===== src/hw/rtl/gtoe_pkg.sv =====
// gtoe_pkg: shared constants, types and the arctangent table function
// for the geodetic to ecef converter; no dependencies
package gtoe_pkg;

  localparam int CORDIC_STAGES_DEF = 32;
  localparam int SQRT_BITS = 61;   // bits of the square root result
  localparam int QUO_BITS  = 62;   // bits of the quotient
  localparam int REM_W     = 122;  // square root remainder width
  localparam int NUM_W     = 101;  // dividend width, axis times 2^68
  localparam int DSH_W     = 123;  // shifted divisor width
  localparam int RMUL_LAT  = 4;    // latency of the rounding multiplier

  localparam logic signed [63:0] ONE_Q60      = 64'sh1000_0000_0000_0000;
  localparam logic signed [63:0] INV_GAIN_Q60 = 64'sd700114967507363220;
  localparam logic [63:0]        TWO_PI_Q60   = 64'h6487_ED51_10B4_611A;
  localparam logic [63:0]        INT64_MAX    = 64'h7FFF_FFFF_FFFF_FFFF;
  localparam logic signed [63:0] XYZ_MAX      = 64'sd17179869183;
  localparam logic signed [63:0] XYZ_MIN      = -64'sd17179869184;
  localparam logic [32:0]        AXIS_RESET   = 33'd6378137000;
  localparam logic [39:0]        ECC_RESET    = 40'd7360548637;
  localparam logic [32:0]        AXIS_MAX     = 33'h1_FFFF_FFFF;

  typedef enum logic {
    REG_AXIS = 1'b0,
    REG_ECC  = 1'b1
  } reg_idx_t;

  // one cordic rotation lane
  typedef struct packed {
    logic signed [63:0] x;
    logic signed [63:0] y;
    logic [63:0]        z;
    logic               flip;
  } lane_t;

  // per item data that rides alongside the radius datapath
  typedef struct packed {
    logic signed [63:0] clat;
    logic signed [63:0] slat;
    logic signed [63:0] clon;
    logic signed [63:0] slon;
    logic signed [31:0] h;
  } side_t;

  // bitwise long division, elaboration use only
  function automatic logic [63:0] udiv64(input logic [63:0] n, input logic [63:0] d);
    logic [63:0] r;
    logic [63:0] q;
    r = '0;
    q = '0;
    for (int b = 63; b >= 0; b--) begin
      r = {r[62:0], n[b]};
      q = {q[62:0], 1'b0};
      if (r >= d) begin
        r = r - d;
        q[0] = 1'b1;
      end
    end
    return q;
  endfunction

  // arctangent of 2^-i in turns, 2^64 a full turn
  function automatic logic [63:0] atan_turns(input int i);
    logic [63:0] acc;
    logic [63:0] r;
    logic [63:0] q;
    logic [63:0] t;
    int sh;
    acc = '0;
    q = '0;
    if (i == 0) return 64'd1 << 61;
    for (int k = 0; k < 32; k++) begin
      sh = i * (2 * k + 1);
      if (sh <= 62) begin
        t = udiv64(64'd1 << (62 - sh), 64'(2 * k + 1));
        if ((k % 2) == 0) acc = acc + t;
        else acc = acc - t;
      end
    end
    r = acc;
    for (int n = 0; n < 62; n++) begin
      r = r << 1;
      q = q << 1;
      if (r >= TWO_PI_Q60) begin
        r = r - TWO_PI_Q60;
        q[0] = 1'b1;
      end
    end
    return q;
  endfunction

endpackage


===== src/hw/rtl/gtoe_div_cell.sv =====
// gtoe_div_cell: one quotient bit of the pipelined restoring divider
// depends on gtoe_pkg (widths)
module gtoe_div_cell #(
  parameter int BIT = 0
) (
  input  logic                           clk,
  input  logic                           en,
  input  logic [gtoe_pkg::NUM_W-1:0]     rem_i,
  input  logic [gtoe_pkg::QUO_BITS-1:0]  quo_i,
  input  logic [gtoe_pkg::SQRT_BITS-1:0] den_i,
  output logic [gtoe_pkg::NUM_W-1:0]     rem_o,
  output logic [gtoe_pkg::QUO_BITS-1:0]  quo_o,
  output logic [gtoe_pkg::SQRT_BITS-1:0] den_o
);

  localparam int DW = gtoe_pkg::DSH_W;

  logic [DW-1:0] dsh;
  logic [gtoe_pkg::NUM_W-1:0] rem_r, rem_nxt;
  logic [gtoe_pkg::QUO_BITS-1:0] quo_r, quo_nxt;
  logic [gtoe_pkg::SQRT_BITS-1:0] den_r;

  // subtract the divisor shifted to this bit when it fits
  always_comb begin
    dsh = DW'(den_i) << BIT;
    rem_nxt = rem_i;
    quo_nxt = quo_i;
    if (DW'(rem_i) >= dsh) begin
      rem_nxt = rem_i - dsh[gtoe_pkg::NUM_W-1:0];
      quo_nxt[BIT] = 1'b1;
    end
  end

  always_ff @(posedge clk) begin
    if (en) begin
      rem_r <= rem_nxt;
      quo_r <= quo_nxt;
      den_r <= den_i;
    end
  end

  assign rem_o = rem_r;
  assign quo_o = quo_r;
  assign den_o = den_r;

endmodule


===== config.mk =====
export PLATFORM = sky130hd
export DESIGN_NAME = gtoe_div_cell
export DESIGN_NICKNAME = d
export VERILOG_FILES = /design/src/hw/rtl/gtoe_pkg.sv /design/src/hw/rtl/gtoe_div_cell.sv
export SDC_FILE = /design/constraint.sdc
export NUM_CORES = 1
export LEC_CHECK = 0
export BUFFER_PORTS_ARGS = -buffer_cell sky130_fd_sc_hd__buf_2
export CORE_AREA = 2 2 177 179
export CTS_CLUSTER_DIAMETER = 50
export DETAILED_ROUTE_END_ITERATION = 10
export DIE_AREA = 0 0 179 181
export PLACE_DENSITY = 0.68
export SLEW_MARGIN = 25
export SYNTH_ARGS = -nofsm -noshare
export SYNTH_HDL_FRONTEND = slang
export SYNTH_SLANG_ARGS = --single-unit

===== constraint.sdc =====
create_clock -name clk -period 8.3 [get_ports clk]
set_clock_uncertainty 0.05 [all_clocks]
set_input_delay 1.245 -clock clk [delete_from_list [all_inputs] [get_ports clk]]
set_output_delay 1.245 -clock clk [all_outputs]
set_load 0.005 [all_outputs]

==> impl_metrics.prom, run 1 <==
# TYPE chip_impl_metric gauge
chip_impl_metric{name="tcrit_tclk_final",unit="%"} 64.0
chip_impl_metric{name="synth_seq_area_share",unit="%"} 53.6
chip_impl_metric{name="fin_crit",unit="ns"} 5.31
chip_impl_metric{name="placement_rows",unit=""} 64
chip_impl_metric{name="number_of_nets_in_the_layout",unit=""} 1911
chip_impl_metric{name="placeableCoreArea",unit="um2"} 30300
chip_impl_info{name="worstHoldPathType",value="in2reg"} 1
chip_impl_metric{name="finish.utilization",unit="%"} 53.2
chip_impl_metric{name="cts_hold_repair.buffers",unit=""} 0
chip_impl_metric{name="detailedRoute.firstIterationViolations",unit=""} 728
chip_impl_metric{name="die_area",unit="um2"} 32400
chip_impl_metric{name="synth_cells",unit=""} 1185
chip_impl_metric{name="cts_resized",unit=""} 0
chip_impl_metric{name="count_of_flip_flops_with_a_built_in_enable_after_synthesis",unit=""} 224
chip_impl_metric{name="clock_tree.buffer_depth",unit=""} 3
chip_impl_info{name="outcome",value="finished clean"} 1
chip_impl_metric{name="cts-buffers-inserted",unit=""} 30
chip_impl_metric{name="cts.sink_count",unit=""} 224
chip_impl_metric{name="synth_seq_cells",unit=""} 224
chip_impl_metric{name="required",unit="ns"} 8.56
chip_impl_metric{name="portBuffers",unit=""} 449
chip_impl_metric{name="boundary_pin_count",unit=""} 450
chip_impl_metric{name="setup_tns",unit="ns"} 0
chip_impl_metric{name="timing_max_transition_violations_final",unit=""} 0
chip_impl_metric{name="worst_pin_slew",unit="ns"} 1.09
chip_impl_metric{name="ant_nets",unit=""} 0
chip_impl_metric{name="hold-path-cell-count",unit=""} 1
chip_impl_metric{name="max_freq",unit="GHz"} 0.188
chip_impl_metric{name="routed_wire_length_per_instance",unit="um"} 20.2
chip_impl_metric{name="dr.pass1.iters",unit=""} 5
chip_impl_metric{name="yosys_warnings",unit=""} 0
chip_impl_metric{name="yosysTopAreaCellShare",unit="%"} 53.6
chip_impl_metric{name="synth-async-reset-ratio",unit="%"} 0
chip_impl_metric{name="whs",unit="ns"} 0.806
chip_impl_metric{name="ctsHtreeMaxLevel",unit=""} 1
chip_impl_info{name="cts_tree",value="yes"} 1
chip_impl_metric{name="yosysUniqueCellTypes",unit=""} 60
chip_impl_info{name="cts.root.buffer_cell",value="sky130_fd_sc_hd__clkbuf_16"} 1
chip_impl_info{name="top_cells_by_area_synth",value="sky130_fd_sc_hd__edfxtp_1 54%, sky130_fd_sc_hd__ha_1 6.1%, sky130_fd_sc_hd__a21oi_1 5.1%, sky130_fd_sc_hd__xnor2_1 3.8%, sky130_fd_sc_hd__nor2_1 3.3%"} 1
chip_impl_metric{name="p_leak",unit="nW"} 7.00
chip_impl_metric{name="hpwlAfterDp",unit="um"} 32800
chip_impl_info{name="crit_path_start_kind",value="input pin"} 1
chip_impl_metric{name="grt_pass1_vias",unit=""} 10700
chip_impl_metric{name="max-vdd-ir-drop",unit="mV"} 0.168
chip_impl_metric{name="power_density",unit="nW/um2"} 203
chip_impl_metric{name="wl",unit="um"} 41400
chip_impl_metric{name="final_cell_count_no_fill",unit=""} 2048
chip_impl_metric{name="dp.cells",unit=""} 1986
chip_impl_metric{name="worstPathMaxFanout",unit=""} 8
chip_impl_metric{name="postSynthNetCount",unit=""} 1473
chip_impl_metric{name="syn_to_final_growth",unit="%"} 28.6
chip_impl_info{name="setup.worst_path.class",value="in2reg"} 1
chip_impl_metric{name="synth_area_per_cell",unit="um2"} 10.6
chip_impl_metric{name="setup_viol_count_final",unit=""} 0
chip_impl_metric{name="die_h",unit="um"} 181
chip_impl_metric{name="cap_viol_max_count",unit=""} 0
chip_impl_metric{name="post_drt_via_cell_ratio",unit=""} 5.34
chip_impl_metric{name="start_util",unit="%"} 41.3
chip_impl_metric{name="worst_slew_margin_rel",unit="%"} 26.6
chip_impl_info{name="setup_repair_after_global_routing_missed_its_margin",value="false"} 1
chip_impl_metric{name="drive_above_1_share",unit="%"} 32.0
chip_impl_metric{name="synth_cell_area",unit="um2"} 12500
chip_impl_info{name="yosys_most_used_dff",value="sky130_fd_sc_hd__edfxtp_1"} 1
chip_impl_info{name="critPathCaptureType",value="register"} 1
chip_impl_metric{name="grt_start_max_net_pins",unit=""} 112
chip_impl_metric{name="clkTransAtPathRegs",unit="ns"} 0.06
chip_impl_info{name="yosys.area.top_type",value="sky130_fd_sc_hd__edfxtp_1"} 1
chip_impl_metric{name="design_power_total",unit="W"} 0.00328
chip_impl_metric{name="global_route.usage.total",unit="%"} 24.6
chip_impl_metric{name="hold_viol",unit=""} 0
chip_impl_metric{name="globalRouteOverflowTotal",unit=""} 0
chip_impl_metric{name="drc",unit=""} 0
chip_impl_metric{name="vias",unit=""} 10900
chip_impl_metric{name="post_cts_buffers",unit=""} 0
chip_impl_metric{name="timing.critical_path.arrival",unit="ns"} 5.57
chip_impl_metric{name="grt_antenna_before_repair",unit=""} 9
chip_impl_metric{name="global_route_wire_length_before_repair",unit="um"} 60800
chip_impl_metric{name="dieWidth",unit="um"} 179
chip_impl_metric{name="place_congestion",unit=""} 0.918
## per-layer routing
metal  track usage (%)  vias to the layer above  share of wire [%]
li1                  -                     5240                  -
met1              28.9                     5125                 38
met2              43.6                      478                 50
met3              5.53                       79                8.7
met4              8.55                        6                3.6
met5                 0                        -               0.10
## Yosys cell counts, drive strengths merged (5+ instances only)
library cell,count
a211o,5
a211oi,8
a21o,37
a21oi,129
a31oi,14
and2,7
and3,10
and4,8
buf,10
clkbuf,38
edfxtp,224
ha,61
inv,75
nand2,96
nand2b,13
nand3,28
nand4,29
nor2,111
nor2b,5
nor3,18
nor4,18
o21a,6
o21ai,53
o21bai,15
or2,5
or3,8
or4,15
xnor2,54
xor2,43
## final timing paths
path / start / end / slack, ns
setup / recovery: den_i[27] / rem_o[52] / 2.99
hold / removal: quo_i[9] / quo_o[9] / 0.81
## kinds of logic (layout without fill, tap and decap cells)
family | after synthesis | in the layout | share of synthesized area, %
simple gates | 380 | 380 | 15.0
fa+ha+maj | 62 | 62 | 6.24
buf+inv | 123 | 583 | 3.87
flops | 224 | 224 | 53.6
xor+xnor | 97 | 97 | 6.77
other cells | 0 | 7 | 0
compound gates | 299 | 299 | 14.5
## flip-flops by register name, indices dropped and copies added (netlist names)
| name | flops |
|---|---|
| den_o | 61 |
| rem_o | 101 |
| quo_o | 62 |
## power breakdown
part | total [W] | leakage, nW | switching (W) | internal, W
Combinational | 0.000639 | 4.35 | 0.000369 | 0.000270
Sequential | 0.00142 | 2.19 | 0.0000278 | 0.00139
Clock | 0.00122 | 0.457 | 0.000518 | 0.000703
Total | 0.00328 | 7.00 | 0.000914 | 0.00236
## through the flow
step                setup slack (ns)  cell area [um2]
floorplan                       3.42            12500
global placement                2.32            15100
detailed placement              2.17            15100
CTS                             2.76            16100
global route                    2.73            16100
finish                          2.99            16100
## layout make-up
type	count	area [um2]
Tap cell	396	495
Clock buffer	32	758
Timing Repair Buffer	454	2310
Fill cell	2770	14200
Antenna cell	7	17.5
Inverter	75	282
Clock inverter	22	194
Multi-Input combinational cell	838	5350
Sequential cell	224	6730
## critical path: stages
cell	delay (ns)
sky130_fd_sc_hd__buf_2	0.09
sky130_fd_sc_hd__inv_1	0.04
sky130_fd_sc_hd__ha_1	0.45
sky130_fd_sc_hd__nand4_1	0.20
sky130_fd_sc_hd__nor4_1	0.47
sky130_fd_sc_hd__nand3_1	0.26
sky130_fd_sc_hd__a2111oi_0	0.70
sky130_fd_sc_hd__a211oi_1	0.18
sky130_fd_sc_hd__a21boi_0	0.91
sky130_fd_sc_hd__a21boi_0	0.44
sky130_fd_sc_hd__o31a_1	0.36
sky130_fd_sc_hd__xor2_1	0.14
sky130_fd_sc_hd__a21oi_1	0.08
## placed cells by master (no fill, tap or decap), types with 7 or more instances in the layout
cell	instances
sky130_fd_sc_hd__nand2_1	96
sky130_fd_sc_hd__and3_1	10
sky130_fd_sc_hd__nor4_1	18
sky130_fd_sc_hd__a31oi_1	13
sky130_fd_sc_hd__nor2_1	110
sky130_fd_sc_hd__a21o_1	37
sky130_fd_sc_hd__xor2_1	43
sky130_fd_sc_hd__o21ai_0	53
sky130_fd_sc_hd__a211oi_1	8
sky130_fd_sc_hd__nand3_1	28
sky130_fd_sc_hd__diode_2	7
sky130_fd_sc_hd__xnor2_1	54
sky130_fd_sc_hd__nand2b_1	13
sky130_fd_sc_hd__o21bai_1	15
sky130_fd_sc_hd__clkbuf_16	30
sky130_fd_sc_hd__or3_1	8
sky130_fd_sc_hd__inv_1	75
sky130_fd_sc_hd__ha_1	61
sky130_fd_sc_hd__and4_1	8
sky130_fd_sc_hd__nor3_1	18
sky130_fd_sc_hd__edfxtp_1	224
sky130_fd_sc_hd__buf_2	448
sky130_fd_sc_hd__a21oi_1	129
sky130_fd_sc_hd__or4_1	11
sky130_fd_sc_hd__nand4_1	29
Power figures use the tool's default switching activity.
==> inputs of run 2 (changes only) <==
==> constraint.sdc (replaced) <==
create_clock -name clk -period 5.4 [get_ports clk]
set_clock_uncertainty 0.05 [all_clocks]
set_input_delay 0.81 -clock clk [delete_from_list [all_inputs] [get_ports clk]]
set_output_delay 0.81 -clock clk [all_outputs]
set_load 0.005 [all_outputs]
==> run 2 against run 1 <==
  * Via count decreased by 0.70%
  * Critical path type unchanged
  * Sequential power increased by 54%
  * Highest routed layer unchanged
  * Routed wire length decreased by 1.1%
  * Sequential share of layout area decreased by 0.11 points
  * Global-route usage decreased by 0.088 points
  * Setup slack got worse by 2.0 ns
  * Clock power increased by 52%
  * Core utilization increased by 0.14 points
  * Combinational power increased by 54%
  * Total power increased by 53%
  * Non-clock buffer count increased by 11
==> impl_metrics.prom, run 2 (synthesized netlist as in run 1, its figures left out) <==
# TYPE chip_impl_metric gauge
chip_impl_info{name="outcome",value="finished clean"} 1
chip_impl_info{name="critical-path-top-cell-by-count",value="sky130_fd_sc_hd__or4_4"} 1
chip_impl_metric{name="cts.sink_count",unit=""} 224
chip_impl_metric{name="number_of_nets_in_the_layout",unit=""} 1921
chip_impl_metric{name="worstPathMaxFanout",unit=""} 100
chip_impl_metric{name="tcrit_tclk_final",unit="%"} 80.7
chip_impl_metric{name="boundary_pin_count",unit=""} 450
chip_impl_metric{name="global_route.usage.total",unit="%"} 24.5
chip_impl_info{name="crit_path_start",value="rem_i[62]"} 1
chip_impl_metric{name="p_leak",unit="nW"} 7.05
chip_impl_metric{name="start_util",unit="%"} 41.3
chip_impl_metric{name="post_cts_buffers",unit=""} 0
chip_impl_metric{name="crit_buf_inv",unit=""} 2
chip_impl_metric{name="power_density",unit="nW/um2"} 310
chip_impl_metric{name="global_route_wire_length_before_repair",unit="um"} 61100
chip_impl_metric{name="post_drt_via_cell_ratio",unit=""} 5.28
chip_impl_info{name="cts_tree",value="yes"} 1
chip_impl_metric{name="grt_antenna_before_repair",unit=""} 10
chip_impl_info{name="crit_path_start_kind",value="input pin"} 1
chip_impl_metric{name="drc",unit=""} 0
chip_impl_metric{name="wl",unit="um"} 40900
chip_impl_metric{name="dieWidth",unit="um"} 179
chip_impl_info{name="endpoint",value="rem_o[72]"} 1
chip_impl_metric{name="placed_area",unit="um2"} 15200
chip_impl_info{name="most_common_library_cell_in_the_layout_ignoring_fill_and_taps",value="sky130_fd_sc_hd__buf_2"} 1
chip_impl_metric{name="timing.critical_path.arrival",unit="ns"} 4.60
chip_impl_metric{name="cts_resized",unit=""} 0
chip_impl_info{name="setup_repair_after_global_routing_missed_its_margin",value="false"} 1
chip_impl_metric{name="cts_hold_repair.buffers",unit=""} 0
chip_impl_metric{name="clkTransAtPathRegs",unit="ns"} 0.06
chip_impl_metric{name="placeableCoreArea",unit="um2"} 30300
chip_impl_metric{name="hpwlAfterDp",unit="um"} 32400
chip_impl_info{name="layout.cells.most_common_list",value="448 x sky130_fd_sc_hd__buf_2, 224 x sky130_fd_sc_hd__edfxtp_1, 129 x sky130_fd_sc_hd__a21oi_1, 110 x sky130_fd_sc_hd__nor2_1, 96 x sky130_fd_sc_hd__nand2_1"} 1
chip_impl_metric{name="grt_start_max_net_pins",unit=""} 128
chip_impl_metric{name="max-vdd-ir-drop",unit="mV"} 0.374
chip_impl_metric{name="fin_crit",unit="ns"} 4.36
chip_impl_metric{name="cts-buffers-inserted",unit=""} 29
chip_impl_metric{name="design_power_total",unit="W"} 0.00502
chip_impl_metric{name="setup_viol_count_final",unit=""} 0
chip_impl_metric{name="die_h",unit="um"} 181
chip_impl_metric{name="hold_viol",unit=""} 0
chip_impl_metric{name="multiInputGateArea",unit="um2"} 5340
chip_impl_metric{name="worst_slew_margin_rel",unit="%"} 34.5
chip_impl_info{name="critPathCaptureType",value="register"} 1
chip_impl_metric{name="largest_register_ff_count",unit=""} 101
chip_impl_metric{name="dr.pass1.iters",unit=""} 6
chip_impl_info{name="worstHoldPathType",value="in2reg"} 1
chip_impl_info{name="slowest_cell_on_the_critical_path",value="sky130_fd_sc_hd__or4_4"} 1
chip_impl_metric{name="regArea",unit="um2"} 6730
chip_impl_metric{name="ant_nets",unit=""} 0
chip_impl_metric{name="worst_path_largest_cell_delay",unit="ns"} 0.56
chip_impl_metric{name="place_congestion",unit=""} 0.891
chip_impl_metric{name="required",unit="ns"} 5.64
chip_impl_info{name="cp_top_family",value="simple AND/OR/NAND/NOR gates"} 1
chip_impl_info{name="cts.root.buffer_cell",value="sky130_fd_sc_hd__clkbuf_16"} 1
chip_impl_metric{name="fillers",unit=""} 2819
chip_impl_metric{name="cap_viol_max_count",unit=""} 0
chip_impl_metric{name="routed_wire_length_per_instance",unit="um"} 19.9
chip_impl_metric{name="portBuffers",unit=""} 449
chip_impl_metric{name="finish.utilization",unit="%"} 53.3
chip_impl_metric{name="die_area",unit="um2"} 32400
chip_impl_metric{name="dp.cells",unit=""} 1998
chip_impl_metric{name="placement_rows",unit=""} 64
chip_impl_metric{name="timing_max_transition_violations_final",unit=""} 0
chip_impl_metric{name="final_cell_count_no_fill",unit=""} 2056
chip_impl_metric{name="drive_above_1_share",unit="%"} 32.1
chip_impl_metric{name="ctsHtreeMaxLevel",unit=""} 1
chip_impl_metric{name="grt_pass1_vias",unit=""} 10600
chip_impl_metric{name="vias",unit=""} 10900
chip_impl_metric{name="design_area",unit="um2"} 16200
chip_impl_metric{name="globalRouteOverflowTotal",unit=""} 0
chip_impl_metric{name="syn_to_final_growth",unit="%"} 28.9
chip_impl_info{name="path_cells",value="buf_2 -> or4_4 -> or4_4 -> or4_4 -> or4_1 -> or4_4 -> or2_4 -> buf_12 -> and2_4 -> nand4b_1 -> xnor2_1"} 1
chip_impl_info{name="setup.worst_path.class",value="in2reg"} 1
chip_impl_metric{name="worst_pin_slew",unit="ns"} 0.982
chip_impl_metric{name="max_freq",unit="GHz"} 0.229
chip_impl_metric{name="clock_tree.buffer_depth",unit=""} 3
chip_impl_metric{name="setup_tns",unit="ns"} 0
chip_impl_metric{name="detailedRoute.firstIterationViolations",unit=""} 648
chip_impl_metric{name="cp_num_cells",unit=""} 11
run 2: where the power goes:
group,switching [W],internal (W)
clock,0.000767,0.00109
combinational,0.000564,0.000420
sequential,0.0000421,0.00214
run 2: worst min path at each step:
stage | startpoint | end | slack (ns) | depth (start not counted)
6_report | quo_i[11] | quo_o[11] | 0.38 | 1
5_1_grt | quo_i[30] | quo_o[30] | 0.36 | 1
4_1_cts | quo_i[34] | quo_o[34] | 0.36 | 1
3_5_place_dp | quo_i[11] | quo_o[11] | 0.94 | 1
3_3_place_gp | quo_i[10] | quo_o[10] | 0.94 | 1
2_1_floorplan | den_i[0] | den_o[0] | 0.86 | 0
run 2: final cells by class:
| cell class | instances | share of cell area, % |
|---|---|---|
| well taps | 396 | 3.06 |
| clock buffers | 31 | 4.53 |
| repair buffers | 465 | 14.8 |
| clock inverters | 21 | 1.20 |
| flip-flops and latches | 224 | 41.6 |
| diodes | 6 | 0.0928 |
| multi-input cells | 838 | 33.0 |
| inverters | 75 | 1.74 |
run 2: per-stage QoR:
stage          hold WS (ns)  setup slack [ns]
2_1_floorplan         0.859             0.954
3_3_place_gp          0.937             0.538
3_5_place_dp          0.938             0.486
4_1_cts               0.356              1.06
5_1_grt               0.362             0.892
6_report              0.381              1.04
run 2: routing by layer:
metal  part of all wire, %  vias up  routed length, um  global-route usage [%]
met3                   7.7       86               3170                    5.13
met2                    49      430              20100                    42.7
li1                      -     5275                  -                       -
met1                    39     5052              16100                    29.5
met4                   3.7        8               1530                    8.94
met5                  0.14        -                 58                       0
==> inputs of run 3 (changes only) <==
==> constraint.sdc (replaced) <==
create_clock -name clk -period 4.35 [get_ports clk]
set_clock_uncertainty 0.05 [all_clocks]
set_input_delay 0.6525 -clock clk [delete_from_list [all_inputs] [get_ports clk]]
set_output_delay 0.6525 -clock clk [all_outputs]
set_load 0.005 [all_outputs]
==> run 3 against run 2 <==
  * Critical path depth is 1 higher
  * Core utilization is 2.1 points higher
  * Routed wire length grew 4.4%
  * Combinational power up 31%
  * Critical path type unchanged
  * Worst hold slack got worse by 0.17 ns
  * Non-clock buffer count grew 68
  * First-iteration DRC count rose by 15%
  * Critical endpoint is now rem_o[79]
  * Die area unchanged
==> impl_metrics.prom, run 3 (synthesized netlist as in run 1, its figures left out) <==
# TYPE chip_impl_metric gauge
chip_impl_info{name="outcome",value="finished clean"} 1
chip_impl_metric{name="ant_nets",unit=""} 0
chip_impl_metric{name="worstPathMaxFanout",unit=""} 5
chip_impl_metric{name="p_leak",unit="nW"} 7.43
chip_impl_metric{name="worst_pin_slew",unit="ns"} 0.805
chip_impl_metric{name="start_util",unit="%"} 41.3
chip_impl_metric{name="setup_tns",unit="ns"} 0
chip_impl_metric{name="global_route.usage.total",unit="%"} 25.4
chip_impl_info{name="most_common_library_cell_in_the_layout_ignoring_fill_and_taps",value="sky130_fd_sc_hd__buf_2"} 1
chip_impl_metric{name="syn_to_final_growth",unit="%"} 34.0
chip_impl_info{name="cts.root.buffer_cell",value="sky130_fd_sc_hd__clkbuf_16"} 1
chip_impl_metric{name="placeableCoreArea",unit="um2"} 30300
chip_impl_info{name="setup.worst_path.class",value="in2reg"} 1
chip_impl_metric{name="place_congestion",unit=""} 0.930
chip_impl_metric{name="die_area",unit="um2"} 32400
chip_impl_metric{name="vias",unit=""} 11300
chip_impl_metric{name="placed_area",unit="um2"} 15800
chip_impl_metric{name="routed_wire_length_per_instance",unit="um"} 20.0
chip_impl_info{name="critical-path-top-cell-by-count",value="sky130_fd_sc_hd__or4_4"} 1
chip_impl_metric{name="clkTransAtPathRegs",unit="ns"} 0.06
chip_impl_metric{name="boundary_pin_count",unit=""} 450
chip_impl_metric{name="drc",unit=""} 0
chip_impl_metric{name="grt_pass1_vias",unit=""} 11200
chip_impl_metric{name="timing.critical_path.arrival",unit="ns"} 4.25
chip_impl_metric{name="cts_resized",unit=""} 0
chip_impl_metric{name="cap_viol_max_count",unit=""} 0
chip_impl_info{name="cts_tree",value="yes"} 1
chip_impl_info{name="setup_repair_after_global_routing_missed_its_margin",value="false"} 1
chip_impl_metric{name="cts-buffers-inserted",unit=""} 30
chip_impl_info{name="slowest_cell_on_the_critical_path",value="sky130_fd_sc_hd__or4_4"} 1
chip_impl_metric{name="hold-path-cell-count",unit=""} 1
chip_impl_metric{name="detailroute.wirelength.met2",unit="um"} 20700
chip_impl_metric{name="timing_max_transition_violations_final",unit=""} 0
chip_impl_metric{name="post_drt_via_cell_ratio",unit=""} 5.33
chip_impl_metric{name="dieWidth",unit="um"} 179
chip_impl_metric{name="cts.sink_count",unit=""} 224
chip_impl_info{name="layout.cells.most_common_list",value="448 x sky130_fd_sc_hd__buf_2, 224 x sky130_fd_sc_hd__edfxtp_1, 129 x sky130_fd_sc_hd__a21oi_1, 110 x sky130_fd_sc_hd__nor2_1, 96 x sky130_fd_sc_hd__nand2_1"} 1
chip_impl_metric{name="fin_crit",unit="ns"} 4.01
chip_impl_metric{name="design_power_total",unit="W"} 0.00652
chip_impl_metric{name="max_freq",unit="GHz"} 0.249
chip_impl_info{name="highest_routing_layer_actually_used",value="met5"} 1
chip_impl_metric{name="tcrit_tclk_final",unit="%"} 92.2
chip_impl_metric{name="worst_path_largest_cell_delay",unit="ns"} 0.56
chip_impl_metric{name="ctsHtreeMaxLevel",unit=""} 1
chip_impl_info{name="crit_path_start_kind",value="input pin"} 1
chip_impl_metric{name="clock_tree.buffer_depth",unit=""} 3
chip_impl_info{name="worstHoldPathType",value="in2reg"} 1
chip_impl_metric{name="number_of_nets_in_the_layout",unit=""} 1990
chip_impl_info{name="critPathCaptureType",value="register"} 1
chip_impl_metric{name="detailroute.wirelength.met3",unit="um"} 3410
chip_impl_metric{name="required",unit="ns"} 4.59
chip_impl_metric{name="max-vdd-ir-drop",unit="mV"} 0.343
chip_impl_metric{name="grt_start_max_net_pins",unit=""} 93
chip_impl_metric{name="design_area",unit="um2"} 16800
chip_impl_metric{name="post_cts_buffers",unit=""} 0
chip_impl_info{name="cp_top_family",value="simple AND/OR/NAND/NOR gates"} 1
chip_impl_metric{name="worst_slew_margin_rel",unit="%"} 45.6
chip_impl_metric{name="grt_antenna_before_repair",unit=""} 10
chip_impl_metric{name="drive_above_1_share",unit="%"} 35.0
chip_impl_metric{name="wl",unit="um"} 42700
chip_impl_metric{name="m1WireLength",unit="um"} 16600
chip_impl_metric{name="setup_viol_count_final",unit=""} 0
chip_impl_metric{name="final.setup.worst_slack",unit="ns"} 0.340
chip_impl_metric{name="global_route_wire_length_before_repair",unit="um"} 63400
chip_impl_metric{name="cts_hold_repair.buffers",unit=""} 0
chip_impl_metric{name="portBuffers",unit=""} 449
chip_impl_metric{name="detailedRoute.firstIterationViolations",unit=""} 746
chip_impl_metric{name="hold_viol",unit=""} 0
chip_impl_metric{name="die_h",unit="um"} 181
chip_impl_info{name="path_cells",value="buf_2 -> or4_4 -> or4_4 -> or4_4 -> or4_1 -> or4_4 -> buf_4 -> nor2_2 -> buf_4 -> nor4_1 -> o311ai_0 -> xnor2_1"} 1
chip_impl_metric{name="placement_rows",unit=""} 64
chip_impl_metric{name="power_density",unit="nW/um2"} 388
chip_impl_metric{name="largest_register_ff_count",unit=""} 101
chip_impl_metric{name="hpwlAfterDp",unit="um"} 34400
chip_impl_metric{name="dr.pass1.iters",unit=""} 5
chip_impl_metric{name="cp_num_cells",unit=""} 12
chip_impl_metric{name="globalRouteOverflowTotal",unit=""} 0
chip_impl_metric{name="place_worst_setup_slack",unit="ns"} -0.195
chip_impl_metric{name="crit_buf_inv",unit=""} 3
[run 3: where the power goes]
group          internal, W  leakage [nW]  switching [W]
clock              0.00151         0.502        0.00101
combinational     0.000567          4.74       0.000723
sequential         0.00265          2.19      0.0000576
[run 3: path summary, 6_finish.rpt]
kind / startpoint / to / slack (ns)
hold / removal: quo_i[34] / quo_o[34] / 0.22
setup / recovery: rem_i[62] / rem_o[79] / 0.34
[run 3: through the flow]
step	cells	hold slack (ns)	util, %
after floorplan	1185	0.701	-
after global placement	2066	0.780	52.0
after detailed placement	2066	0.781	52.0
after CTS	2121	0.195	55.3
after global routing	2128	0.190	55.4
final	2130	0.216	55.4
[run 3: layout make-up]
class / count / area, um2
Fill cell: 2780 / 13500
Timing Repair Buffer: 533 / 2930
Clock buffer: 35 / 791
Multi-Input combinational cell: 838 / 5340
Sequential cell: 224 / 6730
Inverter: 75 / 282
Clock inverter: 20 / 234
Tap cell: 396 / 495
Antenna cell: 9 / 22.5
[run 3: layer usage]
metal | vias to the layer above | GRT usage, %
li1 | 5416 | -
met1 | 5300 | 30.5
met2 | 529 | 43.6
met3 | 95 | 4.63
met4 | 4 | 12.4
met5 | - | 0
